**src/rtl/efg_pkg.sv**
```systemverilog
// Shared types and codes of the event flag group.
// Depends on nothing; the front end, the back end and the top module import it.
package efg_pkg;

  // Action of one input item.
  typedef enum logic [1:0] {
    ACT_WAIT    = 2'd0,
    ACT_SET     = 2'd1,
    ACT_CLEAR   = 2'd2,
    ACT_TIMEOUT = 2'd3
  } action_e;

  // Status codes of one result item.
  localparam logic [2:0] STAT_GRANTED    = 3'd0;
  localparam logic [2:0] STAT_BLOCKED    = 3'd1;
  localparam logic [2:0] STAT_RELEASED   = 3'd2;
  localparam logic [2:0] STAT_TIMED_OUT  = 3'd3;
  localparam logic [2:0] STAT_CLEARED    = 3'd4;
  localparam logic [2:0] STAT_SET_NONE   = 3'd5;
  localparam logic [2:0] STAT_WAIT_ERROR = 3'd6;
  localparam logic [2:0] STAT_TO_IGNORED = 3'd7;

  // Bits of the wait mode.
  localparam int MODE_ALL_BIT   = 0;
  localparam int MODE_CLEAR_BIT = 1;

  // Most waiters that one set may release.
  localparam int RESULT_CAP = 8;

  // Classified command as it travels from the front end to the back end.
  typedef struct packed {
    action_e     action;
    logic [2:0]  slot;
    logic [15:0] mask;
    logic [1:0]  mode;
    logic        in_range;
  } cmd_t;

endpackage

```
**src/rtl/efg_if.sv**
```systemverilog
// Handshake channels of the event flag group: request items in, result items out.
// Depends on nothing.
interface efg_in_if;
  logic        valid;
  logic        ready;
  logic [1:0]  action;
  logic [2:0]  thread_slot;
  logic [15:0] mask;
  logic [1:0]  wait_mode;

  modport source (output valid, action, thread_slot, mask, wait_mode, input ready);
  modport sink (input valid, action, thread_slot, mask, wait_mode, output ready);
endinterface

interface efg_out_if;
  logic        valid;
  logic        ready;
  logic [2:0]  slot_out;
  logic [2:0]  status;
  logic [15:0] granted_mask;
  logic [15:0] flags_now;
  logic        last;

  modport source (output valid, slot_out, status, granted_mask, flags_now, last,
                  input ready);
  modport sink (input valid, slot_out, status, granted_mask, flags_now, last,
                output ready);
endinterface

```
**src/rtl/efg_ram.sv**
```systemverilog
// Generic single-port-write, single-port-read RAM with a registered read.
// Depends on nothing.
module efg_ram #(
  parameter int WIDTH = 18,
  parameter int DEPTH = 8
) (
  input  logic                                   clk_i,
  input  logic                                   we_i,
  input  logic [((DEPTH > 1) ? $clog2(DEPTH) : 1)-1:0] waddr_i,
  input  logic [WIDTH-1:0]                       wdata_i,
  input  logic                                   re_i,
  input  logic [((DEPTH > 1) ? $clog2(DEPTH) : 1)-1:0] raddr_i,
  output logic [WIDTH-1:0]                       rdata_o
);

  logic [WIDTH-1:0] mem_q [DEPTH];
  logic [WIDTH-1:0] rdata_q;

  always_ff @(posedge clk_i) begin
    if (we_i) begin
      mem_q[waddr_i] <= wdata_i;
    end
    if (re_i) begin
      rdata_q <= mem_q[raddr_i];
    end
  end

  assign rdata_o = rdata_q;

endmodule

```
**src/rtl/efg_front.sv**
```systemverilog
// Front end: accepts request items, classifies them and holds them in a two-entry queue.
// Depends on efg_pkg and the efg_in_if interface.
module efg_front #(
  parameter int WAITER_SLOTS = 8
) (
  input  logic          clk_i,
  input  logic          rst_ni,
  efg_in_if.sink        req_i,
  output logic          cmd_valid_o,
  output efg_pkg::cmd_t cmd_o,
  input  logic          cmd_pop_i
);
  import efg_pkg::*;

  cmd_t       entry_q [2];
  logic       wr_q, wr_d;
  logic       rd_q, rd_d;
  logic [1:0] cnt_q, cnt_d;
  logic       push;
  logic       pop;
  cmd_t       cls;

  // Classification: decode the action and check the slot against the table size.
  always_comb begin
    cls.action   = action_e'(req_i.action);
    cls.slot     = req_i.thread_slot;
    cls.mask     = req_i.mask;
    cls.mode     = req_i.wait_mode;
    cls.in_range = (32'(req_i.thread_slot) < WAITER_SLOTS);
  end

  assign req_i.ready = (cnt_q != 2'd2);
  assign push        = req_i.valid && req_i.ready;
  assign pop         = cmd_pop_i && (cnt_q != 2'd0);
  assign cmd_valid_o = (cnt_q != 2'd0);
  assign cmd_o       = entry_q[rd_q];

  always_comb begin
    wr_d  = push ? ~wr_q : wr_q;
    rd_d  = pop ? ~rd_q : rd_q;
    cnt_d = cnt_q + 2'(push) - 2'(pop);
  end

  always_ff @(posedge clk_i or negedge rst_ni) begin
    if (!rst_ni) begin
      wr_q  <= 1'b0;
      rd_q  <= 1'b0;
      cnt_q <= 2'd0;
    end else begin
      wr_q  <= wr_d;
      rd_q  <= rd_d;
      cnt_q <= cnt_d;
    end
  end

  always_ff @(posedge clk_i) begin
    if (push) begin
      entry_q[wr_q] <= cls;
    end
  end

endmodule

```
**src/rtl/efg_back.sv**
```systemverilog
// Back end: keeps the flag word and the waiter table, carries out commands, drives results.
// Depends on efg_pkg, efg_ram and the efg_out_if interface.
module efg_back #(
  parameter int WAITER_SLOTS = 8,
  parameter int FLAG_BITS    = 16
) (
  input  logic          clk_i,
  input  logic          rst_ni,
  input  logic          cmd_valid_i,
  input  efg_pkg::cmd_t cmd_i,
  output logic          cmd_pop_o,
  efg_out_if.source     rsp_o
);
  import efg_pkg::*;

  localparam int NS = WAITER_SLOTS;
  localparam int FW = FLAG_BITS;
  localparam int SW = (NS > 1) ? $clog2(NS) : 1;
  localparam int CW = $clog2(NS + 1);
  localparam int LW = $clog2(RESULT_CAP);
  localparam int NW = $clog2(RESULT_CAP + 1);

  localparam logic [1:0] ST_IDLE = 2'd0;
  localparam logic [1:0] ST_SCAN = 2'd1;
  localparam logic [1:0] ST_EMIT = 2'd2;

  logic [1:0]    state_q, state_d;
  logic [FW-1:0] flags_q, flags_d;
  logic [NS-1:0] waiting_q, waiting_d;
  logic [CW-1:0] scan_q, scan_d;
  logic          bval_q, bval_d;
  logic [SW-1:0] bidx_q, bidx_d;
  logic [NW-1:0] cnt_q, cnt_d;
  logic [LW-1:0] emit_q, emit_d;
  logic [FW-1:0] tested_q, tested_d;
  logic [FW-1:0] next_q, next_d;
  logic [FW-1:0] setm_q, setm_d;
  logic [2:0]    lslot_q [RESULT_CAP];
  logic [FW-1:0] lgm_q   [RESULT_CAP];
  logic          lwe;

  logic          ov_q, ov_d;
  logic [2:0]    oslot_q, oslot_d;
  logic [2:0]    ostat_q, ostat_d;
  logic [15:0]   ogm_q, ogm_d;
  logic [15:0]   oflags_q, oflags_d;
  logic          olast_q, olast_d;

  logic          ram_we;
  logic          ram_re;
  logic [FW+1:0] ram_rdata;

  logic [63:0]   m64, s64, b64, fl64, clr64, gw64, gs64;
  logic [FW-1:0] mfw;
  logic [SW-1:0] sidx;
  logic [FW-1:0] clr_flags;
  logic          wmatch;
  logic [FW-1:0] wgm;
  logic [1:0]    smode;
  logic [FW-1:0] smask;
  logic          smatch;
  logic [FW-1:0] sgm;
  logic          release_now;
  logic          out_free;
  logic [LW-1:0] cnt_last;

  // Width conversions between the fixed field widths and the flag and slot widths.
  assign m64       = 64'(cmd_i.mask);
  assign mfw       = m64[FW-1:0];
  assign s64       = 64'(cmd_i.slot);
  assign sidx      = s64[SW-1:0];
  assign b64       = 64'(bidx_q);
  assign fl64      = 64'(flags_q);
  assign clr_flags = flags_q & ~mfw;
  assign clr64     = 64'(clr_flags);

  // Immediate match of a wait against the current flag word.
  always_comb begin
    if (cmd_i.mode[MODE_ALL_BIT]) begin
      wmatch = ((flags_q & mfw) == mfw);
      wgm    = mfw;
    end else begin
      wmatch = ((flags_q & mfw) != '0);
      wgm    = flags_q & mfw;
    end
  end
  assign gw64 = 64'(wgm);

  // Match of the scanned waiter against the flags after the OR.
  assign smode = ram_rdata[FW+1:FW];
  assign smask = ram_rdata[FW-1:0];
  always_comb begin
    if (smode[MODE_ALL_BIT]) begin
      smatch = ((tested_q & smask) == smask);
      sgm    = smask;
    end else begin
      smatch = ((tested_q & smask) != '0);
      sgm    = tested_q & smask;
    end
  end
  assign gs64 = 64'(lgm_q[emit_q]);

  assign release_now = bval_q && waiting_q[bidx_q] && (cnt_q < NW'(RESULT_CAP)) && smatch;
  assign out_free    = !ov_q || rsp_o.ready;
  assign ram_re      = (state_q == ST_SCAN) && (scan_q < CW'(NS));
  assign cnt_last    = LW'(cnt_q - NW'(1));

  efg_ram #(
    .WIDTH (FW + 2),
    .DEPTH (NS)
  ) u_slot_ram (
    .clk_i   (clk_i),
    .we_i    (ram_we),
    .waddr_i (sidx),
    .wdata_i ({cmd_i.mode, mfw}),
    .re_i    (ram_re),
    .raddr_i (scan_q[SW-1:0]),
    .rdata_o (ram_rdata)
  );

  always_comb begin
    state_d   = state_q;
    flags_d   = flags_q;
    waiting_d = waiting_q;
    scan_d    = scan_q;
    bval_d    = 1'b0;
    bidx_d    = bidx_q;
    cnt_d     = cnt_q;
    emit_d    = emit_q;
    tested_d  = tested_q;
    next_d    = next_q;
    setm_d    = setm_q;
    lwe       = 1'b0;
    ram_we    = 1'b0;
    cmd_pop_o = 1'b0;
    ov_d      = ov_q && !rsp_o.ready;
    oslot_d   = oslot_q;
    ostat_d   = ostat_q;
    ogm_d     = ogm_q;
    oflags_d  = oflags_q;
    olast_d   = olast_q;

    case (state_q)
      ST_IDLE: begin
        if (cmd_valid_i && (cmd_i.action == ACT_SET)) begin
          cmd_pop_o = 1'b1;
          flags_d   = flags_q | mfw;
          tested_d  = flags_q | mfw;
          next_d    = flags_q | mfw;
          setm_d    = mfw;
          scan_d    = '0;
          cnt_d     = '0;
          state_d   = ST_SCAN;
        end else if (cmd_valid_i && out_free) begin
          cmd_pop_o = 1'b1;
          ov_d      = 1'b1;
          oslot_d   = cmd_i.slot;
          ogm_d     = 16'd0;
          oflags_d  = fl64[15:0];
          olast_d   = 1'b1;
          case (cmd_i.action)
            ACT_WAIT: begin
              if (!cmd_i.in_range || waiting_q[sidx]) begin
                ostat_d = STAT_WAIT_ERROR;
              end else if (wmatch) begin
                ostat_d = STAT_GRANTED;
                ogm_d   = gw64[15:0];
              end else begin
                ostat_d         = STAT_BLOCKED;
                ram_we          = 1'b1;
                waiting_d[sidx] = 1'b1;
              end
            end
            ACT_CLEAR: begin
              flags_d  = clr_flags;
              oslot_d  = 3'd0;
              ostat_d  = STAT_CLEARED;
              oflags_d = clr64[15:0];
            end
            default: begin
              if (cmd_i.in_range && waiting_q[sidx]) begin
                ostat_d         = STAT_TIMED_OUT;
                waiting_d[sidx] = 1'b0;
              end else begin
                ostat_d = STAT_TO_IGNORED;
              end
            end
          endcase
        end
      end
      ST_SCAN: begin
        if (ram_re) begin
          bval_d = 1'b1;
          bidx_d = scan_q[SW-1:0];
          scan_d = scan_q + CW'(1);
        end
        if (release_now) begin
          waiting_d[bidx_q] = 1'b0;
          lwe               = 1'b1;
          cnt_d             = cnt_q + NW'(1);
          if (smode[MODE_CLEAR_BIT]) begin
            next_d = next_q & ~(smask & setm_q);
          end
        end
        if (!ram_re && !bval_q) begin
          flags_d = next_q;
          emit_d  = '0;
          state_d = ST_EMIT;
        end
      end
      ST_EMIT: begin
        if (out_free) begin
          ov_d     = 1'b1;
          oflags_d = fl64[15:0];
          if (cnt_q == '0) begin
            oslot_d = 3'd0;
            ostat_d = STAT_SET_NONE;
            ogm_d   = 16'd0;
            olast_d = 1'b1;
            state_d = ST_IDLE;
          end else begin
            oslot_d = lslot_q[emit_q];
            ostat_d = STAT_RELEASED;
            ogm_d   = gs64[15:0];
            olast_d = (emit_q == cnt_last);
            if (emit_q == cnt_last) begin
              state_d = ST_IDLE;
            end else begin
              emit_d = emit_q + LW'(1);
            end
          end
        end
      end
      default: begin
        state_d = ST_IDLE;
      end
    endcase
  end

  always_ff @(posedge clk_i or negedge rst_ni) begin
    if (!rst_ni) begin
      state_q   <= ST_IDLE;
      flags_q   <= '0;
      waiting_q <= '0;
      scan_q    <= '0;
      bval_q    <= 1'b0;
      cnt_q     <= '0;
      emit_q    <= '0;
      ov_q      <= 1'b0;
    end else begin
      state_q   <= state_d;
      flags_q   <= flags_d;
      waiting_q <= waiting_d;
      scan_q    <= scan_d;
      bval_q    <= bval_d;
      cnt_q     <= cnt_d;
      emit_q    <= emit_d;
      ov_q      <= ov_d;
    end
  end

  always_ff @(posedge clk_i) begin
    bidx_q   <= bidx_d;
    tested_q <= tested_d;
    next_q   <= next_d;
    setm_q   <= setm_d;
    oslot_q  <= oslot_d;
    ostat_q  <= ostat_d;
    ogm_q    <= ogm_d;
    oflags_q <= oflags_d;
    olast_q  <= olast_d;
    if (lwe) begin
      lslot_q[cnt_q[LW-1:0]] <= b64[2:0];
      lgm_q[cnt_q[LW-1:0]]   <= sgm;
    end
  end

  assign rsp_o.valid        = ov_q;
  assign rsp_o.slot_out     = oslot_q;
  assign rsp_o.status       = ostat_q;
  assign rsp_o.granted_mask = ogm_q;
  assign rsp_o.flags_now    = oflags_q;
  assign rsp_o.last         = olast_q;

endmodule

```
**src/rtl/event_flag_group_with_waiters_top.sv**
```systemverilog
// Event flag group with waiter slots: a wait, clear or timeout item gives its result from the
// output register once the back end takes it and the output is free. A set item scans the
// waiter table (one slot a cycle through the slot RAM read port), then sends its results, at
// most eight, as the output takes them. The two-entry queue takes items while the back end works.
// Reset (asynchronous, active low) clears the flag word, all waiting bits, the queue and the
// output register at once; the slot RAM is not cleared and needs no clearing pass.
module event_flag_group_with_waiters_top #(
  parameter int WAITER_SLOTS = 8,
  parameter int FLAG_BITS    = 16
) (
  input  logic      clk_i,
  input  logic      rst_ni,
  efg_in_if.sink    req_i,
  efg_out_if.source rsp_o
);
  import efg_pkg::*;

  // Command handed from the front end to the back end.
  logic cmd_valid;
  logic cmd_pop;
  cmd_t cmd;

  // The front end accepts request items, checks the slot against the table size and
  // queues them, so that a new item can be taken while the back end is still busy.
  efg_front #(
    .WAITER_SLOTS (WAITER_SLOTS)
  ) u_front (
    .clk_i       (clk_i),
    .rst_ni      (rst_ni),
    .req_i       (req_i),
    .cmd_valid_o (cmd_valid),
    .cmd_o       (cmd),
    .cmd_pop_i   (cmd_pop)
  );

  // The back end owns the flag word and the waiter table. A set first scans every slot,
  // noting the waiters that it releases and the bits their clear modes remove, and then
  // sends the releases in slot order, each carrying the final flag word, or one set-none result.
  efg_back #(
    .WAITER_SLOTS (WAITER_SLOTS),
    .FLAG_BITS    (FLAG_BITS)
  ) u_back (
    .clk_i       (clk_i),
    .rst_ni      (rst_ni),
    .cmd_valid_i (cmd_valid),
    .cmd_i       (cmd),
    .cmd_pop_o   (cmd_pop),
    .rsp_o       (rsp_o)
  );

  // The back end only takes a command that the queue really holds.
  a_pop_needs_cmd : assert property (@(posedge clk_i) disable iff (!rst_ni)
    cmd_pop |-> cmd_valid)
    else $error("command taken from an empty queue");

  // A command other than a set produces its result in the very next cycle.
  a_single_result : assert property (@(posedge clk_i) disable iff (!rst_ni)
    (cmd_pop && (cmd.action != ACT_SET)) |=> rsp_o.valid)
    else $error("single-result command did not reach the output register");

  // A set keeps the back end busy with its scan, so no command follows at once.
  a_set_scans : assert property (@(posedge clk_i) disable iff (!rst_ni)
    (cmd_pop && (cmd.action == ACT_SET)) |=> !cmd_pop)
    else $error("command taken during the scan of a set");

endmodule
```
**src/flat_wrapper.sv**
```systemverilog
// flat-port wrapper written by rule: the top's interface ports become plain ports
module event_flag_group_with_waiters_top_flat import efg_pkg::*;
#(
  parameter int WAITER_SLOTS = 8,
  parameter int FLAG_BITS    = 16
)
  (clk_i, rst_ni, req_i_valid, req_i_action, req_i_thread_slot, req_i_mask, req_i_wait_mode, req_i_ready, rsp_o_valid, rsp_o_slot_out, rsp_o_status, rsp_o_granted_mask, rsp_o_flags_now, rsp_o_last, rsp_o_ready);
  efg_in_if req_i_i ();
  efg_out_if rsp_o_i ();
  input  logic clk_i;
  input  logic rst_ni;
  input wire logic [$bits(req_i_i.valid)-1:0] req_i_valid;
  input wire logic [$bits(req_i_i.action)-1:0] req_i_action;
  input wire logic [$bits(req_i_i.thread_slot)-1:0] req_i_thread_slot;
  input wire logic [$bits(req_i_i.mask)-1:0] req_i_mask;
  input wire logic [$bits(req_i_i.wait_mode)-1:0] req_i_wait_mode;
  output wire logic [$bits(req_i_i.ready)-1:0] req_i_ready;
  output wire logic [$bits(rsp_o_i.valid)-1:0] rsp_o_valid;
  output wire logic [$bits(rsp_o_i.slot_out)-1:0] rsp_o_slot_out;
  output wire logic [$bits(rsp_o_i.status)-1:0] rsp_o_status;
  output wire logic [$bits(rsp_o_i.granted_mask)-1:0] rsp_o_granted_mask;
  output wire logic [$bits(rsp_o_i.flags_now)-1:0] rsp_o_flags_now;
  output wire logic [$bits(rsp_o_i.last)-1:0] rsp_o_last;
  input wire logic [$bits(rsp_o_i.ready)-1:0] rsp_o_ready;
  assign req_i_i.valid = req_i_valid;
  assign req_i_i.action = req_i_action;
  assign req_i_i.thread_slot = req_i_thread_slot;
  assign req_i_i.mask = req_i_mask;
  assign req_i_i.wait_mode = req_i_wait_mode;
  assign req_i_ready = req_i_i.ready;
  assign rsp_o_valid = rsp_o_i.valid;
  assign rsp_o_slot_out = rsp_o_i.slot_out;
  assign rsp_o_status = rsp_o_i.status;
  assign rsp_o_granted_mask = rsp_o_i.granted_mask;
  assign rsp_o_flags_now = rsp_o_i.flags_now;
  assign rsp_o_last = rsp_o_i.last;
  assign rsp_o_i.ready = rsp_o_ready;
  event_flag_group_with_waiters_top #(.WAITER_SLOTS(WAITER_SLOTS), .FLAG_BITS(FLAG_BITS)) u_core (.clk_i(clk_i), .rst_ni(rst_ni), .req_i(req_i_i), .rsp_o(rsp_o_i));
endmodule
```
**config.mk**
```make
export PLATFORM = sky130hd
export DESIGN_NAME = event_flag_group_with_waiters_top_flat
export DESIGN_NICKNAME = d
export VERILOG_FILES = /design/src/rtl/efg_pkg.sv /design/src/rtl/efg_if.sv /design/src/rtl/efg_ram.sv /design/src/rtl/efg_front.sv /design/src/rtl/efg_back.sv /design/src/rtl/event_flag_group_with_waiters_top.sv /design/src/flat_wrapper.sv
export SDC_FILE = /design/constraint.sdc
export NUM_CORES = 1
export LEC_CHECK = 0
export BUFFER_PORTS_ARGS = -buffer_cell sky130_fd_sc_hd__clkbuf_2
export CAP_MARGIN = 0
export CORE_ASPECT_RATIO = 0.8
export CORE_MARGIN = 4
export CORE_UTILIZATION = 30
export DETAILED_ROUTE_END_ITERATION = 6
export PLACE_DENSITY = 0.51
export SYNTH_ARGS = -nofsm -noshare
export SYNTH_HDL_FRONTEND = slang
export SYNTH_HIERARCHICAL = 1
export SYNTH_SLANG_ARGS = --single-unit
```
**constraint.sdc**
```tcl
create_clock -name clk_i -period 4 [get_ports clk_i]
set_input_delay 1 -clock clk_i [delete_from_list [all_inputs] [get_ports clk_i]]
set_output_delay 1 -clock clk_i [all_outputs]
set_load 0.01 [all_outputs]
```
# Word level (Yosys, flattened, before mapping)
# Memories as Yosys holds them, arrays and structs flattened. A register that Yosys moved wholly into a read port is not among the register bits.
# Cells that the tools add are included.
[word_totals] ram_bits=342 out_inout_bits=41 register_bits=133 rom_bits=0 latch_bits=0 mem_count=4
[memory_table] name="u_core.u_back.u_slot_ram.mem_q" depth=8 word_bits=18 rd=1 rd_clocked_by_memory_dff=1 wr=1 line="efg_ram.sv:16" source="logic [WIDTH-1:0] mem_q [DEPTH];"
[memory_table] name="u_core.u_back.lgm_q" depth=8 word_bits=16 rd=1 rd_clocked_by_memory_dff=0 wr=1 line="efg_back.sv:39" source="logic [FW-1:0] lgm_q [RESULT_CAP];"
[memory_table] name="u_core.u_front.entry_q" depth=2 word_bits=23 rd=1 rd_clocked_by_memory_dff=0 wr=1 line="efg_front.sv:15" source="cmd_t entry_q [2];"
[memory_table] name="u_core.u_back.lslot_q" depth=8 word_bits=3 rd=1 rd_clocked_by_memory_dff=0 wr=1 line="efg_back.sv:38" source="logic [2:0] lslot_q [RESULT_CAP];"
[op_classes] n_mux=99 n_lt_le_gt_ge=6 n_eq_ne=24 n_bitwise=15 add_sub_neg=6 shift=0 n_div=0 n_mul=0 reduce_logical=39
[op_table] cell="16-bit two-way mux" n=18
[op_table] cell="16-bit case mux with 2 select lines" n=4
[op_table] cell="16-bit bitwise AND" n=5
[op_table] cell="8-bit two-way mux" n=6
[op_table] cell="3-bit two-way mux" n=15
[op_table] cell="1-bit two-way mux" n=33
[op_table] cell="16-bit == test" n=2
[op_table] cell="16-bit NOT" n=2
[op_table] cell="8-bit case mux with 2 select lines" n=2
[op_table] cell="16-bit nonzero test" n=2
[op_table] cell="3-bit case mux with 2 select lines" n=4
[op_table] cell="2-bit inequality test, second input constant" n=10
[op_table] cell="8-bit bitwise AND" n=2
[op_table] cell="8-bit NOT" n=2
[op_table] cell="16-bit OR" n=1
[op_table] cell="4-bit case mux with 2 select lines" n=2
[op_table] cell="1-bit logical AND" n=12
[op_table] cell="4-bit two-way mux" n=3
[op_table] cell="3-bit inequality test, second input constant" n=4
[op_table] cell="4-bit AND reduction" n=3
[op_table] cell="2-bit two-way mux" n=5
[op_table] cell="3-bit AND reduction" n=3
[op_table] cell="4-bit by 1-bit adder with 4-bit output, second input constant" n=2
[op_table] cell="3-bit by 4-bit less-than comparator with 1-bit output, second input constant" n=2
[op_table] cell="27 further kinds" n=45

# Logic depth before layout (Yosys ltp)
# An unclocked memory read counts as a cell.
[depth] depth_word=12 mapped_depth=12 mapped_depth_nobuf=10

# Hierarchy
# Netlist, hierarchy kept.
[by_module_without_submodules] module="efg_back" cells_per_inst=874 n_inst=1 area_each_um2=12310.6
[by_module_without_submodules] module="efg_ram" cells_per_inst=239 n_inst=1 area_each_um2=6144.6
[by_module_without_submodules] module="efg_front" cells_per_inst=91 n_inst=1 area_each_um2=1955.6

# Worst setup path before layout
# Ideal clock, no wire load.
[synth_path] path_type="flip-flop to flip-flop" start="reg u_core.u_front.rd_q" end="reg u_core.u_back.oflags_q[0] (netlist: u_core/u_back/rsp_o.flags_now[0]) (enable)" period_less_slack_ns=4.291 required_time_ns=3.516 path_buffers=2 arrival_ns=3.807 path_slack_ns=-0.291 setup_time_ns=0.484 path_stages_with_launch=7 path_cell_list="dfrtp_1 buf_6 buf_6 mux2_4 nand2b_1 a21oi_1 nor3_1"
[synth_lines] item="from (decl)" line="efg_front.sv:17" source="logic rd_q, rd_d;"
[synth_lines] item="from (signal assigned)" line="efg_front.sv:51" source="rd_q <= rd_d;"
[synth_lines] item="to (signal assigned)" line="efg_back.sv:270" source="oflags_q <= oflags_d;"
[synth_lines] item="to (decl)" line="efg_back.sv:46" source="logic [15:0] oflags_q, oflags_d;"

# Worst setup path in the final report
[layout_path] start="reg u_core.u_back.u_slot_ram.rdata_q[13] (netlist: u_core/u_back/u_slot_ram/rdata_o[13]), read port of u_core.u_back.u_slot_ram.mem_q" end="mem u_core/u_back/lgm_q[7][4] (netlist bit) (enable)"
[layout_via] elab_chain_cells=8
[layout_rtl] item="from (decl)" line="efg_ram.sv:17" source="logic [WIDTH-1:0] rdata_q;"
[layout_rtl] item="16-bit bitwise AND" line="efg_back.sv:94, efg_back.sv:97"
[layout_rtl] item="16-bit == test / 16-bit nonzero test (equally long branches)" line="efg_back.sv:94, efg_back.sv:97"
[layout_rtl] item="1-bit two-way mux (*)" line="efg_back.sv:93" source="if (smode[MODE_ALL_BIT]) begin"
[layout_rtl] item="1-bit logical AND (*)" line="efg_back.sv:103" source="assign release_now = bval_q && waiting_q[bidx_q] && (cnt_q < NW'(RESULT_CAP)) && smatch;"
[layout_rtl] item="1-bit two-way mux (*)" line="efg_back.sv:197" source="if (release_now) begin"
[layout_rtl] item="1-bit two-way mux (*)" line="efg_back.sv:143" source="case (state_q)"
[layout_rtl] item="1-bit two-way mux (*)" line="efg_back.sv:272" source="if (lwe) begin"
[layout_rtl] item="1-bit two-way mux (not written as such) (*)" line="efg_back.sv:274" source="lgm_q[cnt_q[LW-1:0]] <= sgm;"
[layout_rtl] item="to (decl)" line="efg_back.sv:39"
# Mark *: on every way between the ends. The rest lies on a longest branch, timed or not.

==> run_summary.xml <==
<?xml version="1.0" encoding="UTF-8"?>
<metrics>
  <group name="routing">
    <metric name="wl_per_cell" unit="µm">23.45</metric>
    <metric name="postRouteWirelength" unit="mm">53.23</metric>
    <metric name="drt.antenna.violating_nets" unit="">0</metric>
    <metric name="drt-vias-per-instance" unit="">4.998</metric>
    <metric name="first_pass_iters" unit="">6</metric>
    <metric name="detailedRoute.firstIterationViolations" unit="">1100</metric>
    <metric name="route.vias.total" unit="">11350</metric>
    <metric name="drcViolationCount" unit="">0</metric>
  </group>
  <group name="yosys">
    <metric name="synth_area" unit="µm²">20410</metric>
    <metric name="avgSynthCellArea" unit="µm²">16.95</metric>
    <metric name="synth_area_leaders" unit="">edfxtp_1, dfrtp_1, mux4_1</metric>
    <metric name="synth_edf_count" unit="">450</metric>
    <metric name="synth_sequential_area_ratio" unit="%">71.48</metric>
    <metric name="mappedNetlistNets" unit="">1237</metric>
    <metric name="synthMostInstantiatedCell" unit="">edfxtp_1</metric>
    <metric name="synthesis.instances" unit="">1204</metric>
    <metric name="synth.top_cells.by_count" unit="">edfxtp_1, a21oi_1, nor2_1, o21ai_0, nand2_1</metric>
    <metric name="dominantRegCellSynth" unit="">edfxtp_1</metric>
    <metric name="yosysTopAreaCell" unit="">edfxtp_1</metric>
    <metric name="postSynth.asyncResetShare" unit="%">8.722</metric>
    <metric name="synth.ff_latch_count" unit="">493</metric>
    <metric name="yosysTopAreaCellShare" unit="%">66.20</metric>
    <metric name="synth.distinct_cells" unit="">69</metric>
    <metric name="synth-warning-count" unit="">6</metric>
  </group>
  <group name="sta">
    <metric name="final.min_clock_period" unit="ps">3789</metric>
    <metric name="fin_tns_setup" unit="ps">0</metric>
    <metric name="hold-worst-slack" unit="ps">435.6</metric>
    <metric name="finalClockSkew" unit="ps">20.36</metric>
    <metric name="final.period_utilization" unit="%">94.72</metric>
    <metric name="finalMaxSlewViolations" unit="">0</metric>
    <metric name="max_freq" unit="GHz">0.2639</metric>
    <metric name="worst-slew-pin-transition" unit="ps">1140</metric>
    <metric name="timing_hold_violations_final" unit="">0</metric>
    <metric name="rsz0062_at_grt" unit="">false</metric>
    <metric name="timing.final.ws_setup" unit="ps">211.0</metric>
    <metric name="setup_failing_eps_final" unit="">0</metric>
    <metric name="slew-limit-headroom" unit="%">24.01</metric>
  </group>
  <group name="critical_path">
    <metric name="r2r_start" unit="">u_core/u_back/u_slot_ram/rdata_o[13]</metric>
    <metric name="worstSetupPathType" unit="">reg2reg</metric>
    <metric name="crit_path_start_kind" unit="">register</metric>
    <metric name="r2r.worst_path.cells" unit="">7</metric>
    <metric name="worst_ep_required_time" unit="ps">4240</metric>
    <metric name="worst_setup_path_startpoint" unit="">u_core/u_back/u_slot_ram/rdata_o[13]</metric>
    <metric name="cp-end-kind" unit="">register</metric>
    <metric name="regToRegEndpoint" unit="">u_core/u_back/lgm_q[7][4]</metric>
    <metric name="reg2reg_setup_slack" unit="ps">210</metric>
    <metric name="critical_path_peak_fanout" unit="">19</metric>
    <metric name="worst_ep_arrival_time" unit="ps">4030</metric>
  </group>
  <group name="final_layout">
    <metric name="area_growth" unit="%">16.13</metric>
    <metric name="antenna_cells" unit="">0</metric>
    <metric name="multi_input_comb_area" unit="µm²">5493</metric>
    <metric name="num-fill-cells" unit="">6351</metric>
    <metric name="regArea" unit="µm²">14590</metric>
    <metric name="nets" unit="">1351</metric>
    <metric name="final_layout_size_suffix_gt1_share" unit="%">22.99</metric>
  </group>
  <group name="clock_network">
    <metric name="worstSkewPairLatency" unit="ps">600</metric>
    <metric name="cts_hold_buffers" unit="">0</metric>
    <metric name="cts-buffers-inserted" unit="">50</metric>
    <metric name="tritoncts" unit="">done</metric>
    <metric name="cts.path.max_buffers" unit="">3</metric>
    <metric name="clock-root-buffer" unit="">clkbuf_16</metric>
    <metric name="cts.repair.resized" unit="">0</metric>
    <metric name="post-cts-setup-buffers" unit="">0</metric>
    <metric name="tritoncts_num_sinks" unit="">493</metric>
    <metric name="clkSlewWorstSetupHoldPaths" unit="ps">70</metric>
    <metric name="htree_levels" unit="">2</metric>
  </group>
  <group name="global_routing">
    <metric name="grt.total_usage" unit="%">14.55</metric>
    <metric name="gr-max-usage-layer" unit="">met2</metric>
    <metric name="use_met3" unit="%">3.718</metric>
    <metric name="pin_count_of_the_biggest_net_entering_global_routing" unit="">72</metric>
    <metric name="number_of_global_route_vias_before_repair" unit="">11290</metric>
    <metric name="global_route_total_overflow" unit="">0</metric>
    <metric name="grtUsageMet1" unit="%">21.31</metric>
    <metric name="use_met2" unit="%">21.86</metric>
    <metric name="antenna_found_initial" unit="">1</metric>
    <metric name="grt_pass1_wl" unit="mm">77.64</metric>
  </group>
  <group name="floorplan">
    <metric name="floorplan.rows" unit="">85</metric>
    <metric name="design.die.area" unit="µm²">72300</metric>
    <metric name="die_h" unit="µm">241.3</metric>
    <metric name="initial_core_util" unit="%">30.32</metric>
    <metric name="area_of_the_core" unit="µm²">67320</metric>
    <metric name="die_w" unit="µm">299.6</metric>
    <metric name="design.portCount" unit="">68</metric>
  </group>
  <group name="placed_design">
    <metric name="preCtsSetupSlack" unit="ps">422.3</metric>
    <metric name="place_congestion" unit="">0.8222</metric>
    <metric name="io_buffer_count" unit="">67</metric>
    <metric name="dpl.hpwl" unit="mm">35.35</metric>
  </group>
  <group name="hold_path">
    <metric name="hp-class" unit="">in2async</metric>
  </group>
  <group name="status">
    <metric name="run_status" unit="">complete, no violations</metric>
  </group>
  <group name="power_and_ir_drop">
    <metric name="power.ir.vdd_worst" unit="µV">402.3</metric>
    <metric name="cellLeakagePower" unit="nW">7.926</metric>
    <metric name="total_power" unit="mW">17.36</metric>
    <metric name="cellPowerDensity" unit="nW/µm²">732.4</metric>
  </group>
  <group name="job">
    <metric name="cap_viol_max_count" unit="">0</metric>
  </group>
</metrics>
==> per-stage QoR <==
step,std cells,instance area [µm²],util [%]
after global routing,2270,23700,35.21
final,2270,23700,35.21
after floorplan,1204,20430,-
after CTS,2270,23700,35.21
after detailed placement,2179,22130,32.87
after global placement,2179,22130,32.87
==> sequential cells by signal (all words and copies together) (netlist names), 3 cells and up, named ones only <==
name                              flops
u_core/u_back/rsp_o.slot_out          3
u_core/u_back/lgm_q                 128
u_core/u_back/u_slot_ram/rdata_o     18
u_core/u_back/bidx_q                  3
u_core/u_back/cnt_q                   4
u_core/u_back/rsp_o.status            3
u_core/u_back/lslot_q                24
u_core/u_back/scan_q                  4
u_core/u_back/setm_q                 16
u_core/u_back/u_slot_ram/mem_q      144
u_core/u_back/rsp_o.flags_now        16
u_core/u_front/entry_q               46
u_core/u_back/rsp_o.granted_mask     16
u_core/u_back/tested_q               16
u_core/u_back/flags_q                16
u_core/u_back/emit_q                  3
u_core/u_back/next_q                 16
==> worst max path at each step <==
stage / to / slack (ps) / depth (start not counted)
after detailed placement: u_core/u_back/lgm_q[7][9] / 420 / 7
after floorplan: u_core/u_back/u_slot_ram/mem_q[4][0] / -70 / 10
final: u_core/u_back/lgm_q[7][4] / 210 / 7
after CTS: u_core/u_back/lgm_q[7][4] / 390 / 7
after global placement: u_core/u_back/u_slot_ram/mem_q[4][8] / 480 / 11
after global routing: u_core/u_back/lgm_q[5][14] / 50 / 7
==> routing by layer <==
| metal | share of wire [%] | up-vias |
|---|---|---|
| li1 | - | 5009 |
| met1 | 46 | 5834 |
| met2 | 44 | 427 |
| met3 | 8.3 | 75 |
| met4 | 2.0 | 0 |
| met5 | 0 | - |
==> critical path, stage by stage (launching register included) <==
cell       delay, ps
edfxtp_1         440
nor2b_1          170
a2111oi_0        640
o2111ai_1        240
o41ai_2          730
nand3_2          510
nor3_4           300
buf_4            390
==> final cells by class <==
cell class | count | share of cell area (%)
sequential | 493 | 61.57
multi-input combinational | 612 | 23.17
clock buffer | 79 | 6.086
tap | 913 | 4.819
timing repair buffer | 121 | 3.178
inverter | 40 | 0.6334
clock inverter | 12 | 0.5437
==> cell families after synthesis <==
logic type / count (synthesis) / synth area share (%)
adder cells (fa/ha/maj): 6 / 0.3678
multiplexers: 142 / 13.08
XOR/XNOR: 12 / 0.5149
AO/OA/AOI/OAI: 237 / 7.166
buffers and inverters: 99 / 2.188
other: 1 / 0.01837
flip-flops: 493 / 71.48
AND/OR/NAND/NOR: 214 / 5.186
==> report_power, final <==
group / leakage (nW) / switching, mW / total [mW] / internal (mW)
clock: 0.755 / 1.92 / 4.52 / 2.60
sequential: 4.63 / 0.806 / 7.76 / 6.95
combinational: 2.54 / 3.17 / 5.09 / 1.92
==> layout by cell type, fill, tap and decap left out, drive strengths merged, types with 3 or more instances in the layout <==
cell type and count:
o211ai 4, o221a 4, nor3 23, a221oi 3, and2 3, a21oi 73
nor2b 14, buf 54, or2 18, nand3 7, nand2b 11, mux2 43
a2bb2oi 4, xnor2 4, inv 40, o22ai 23, clkinv 9, edfxtp 450
clkbuf 146, ha 6, a22o 7, nor2 73, xor2 8, o21ai 63
a31oi 5, and3 8, nand4 4, dfrtp 43, a211oi 4, a22oi 10
mux2i 21, nand2 44, nor4 4, a21boi 13, mux4 78, o21a 11
Note: power is estimated with default switching activity, not from simulation.
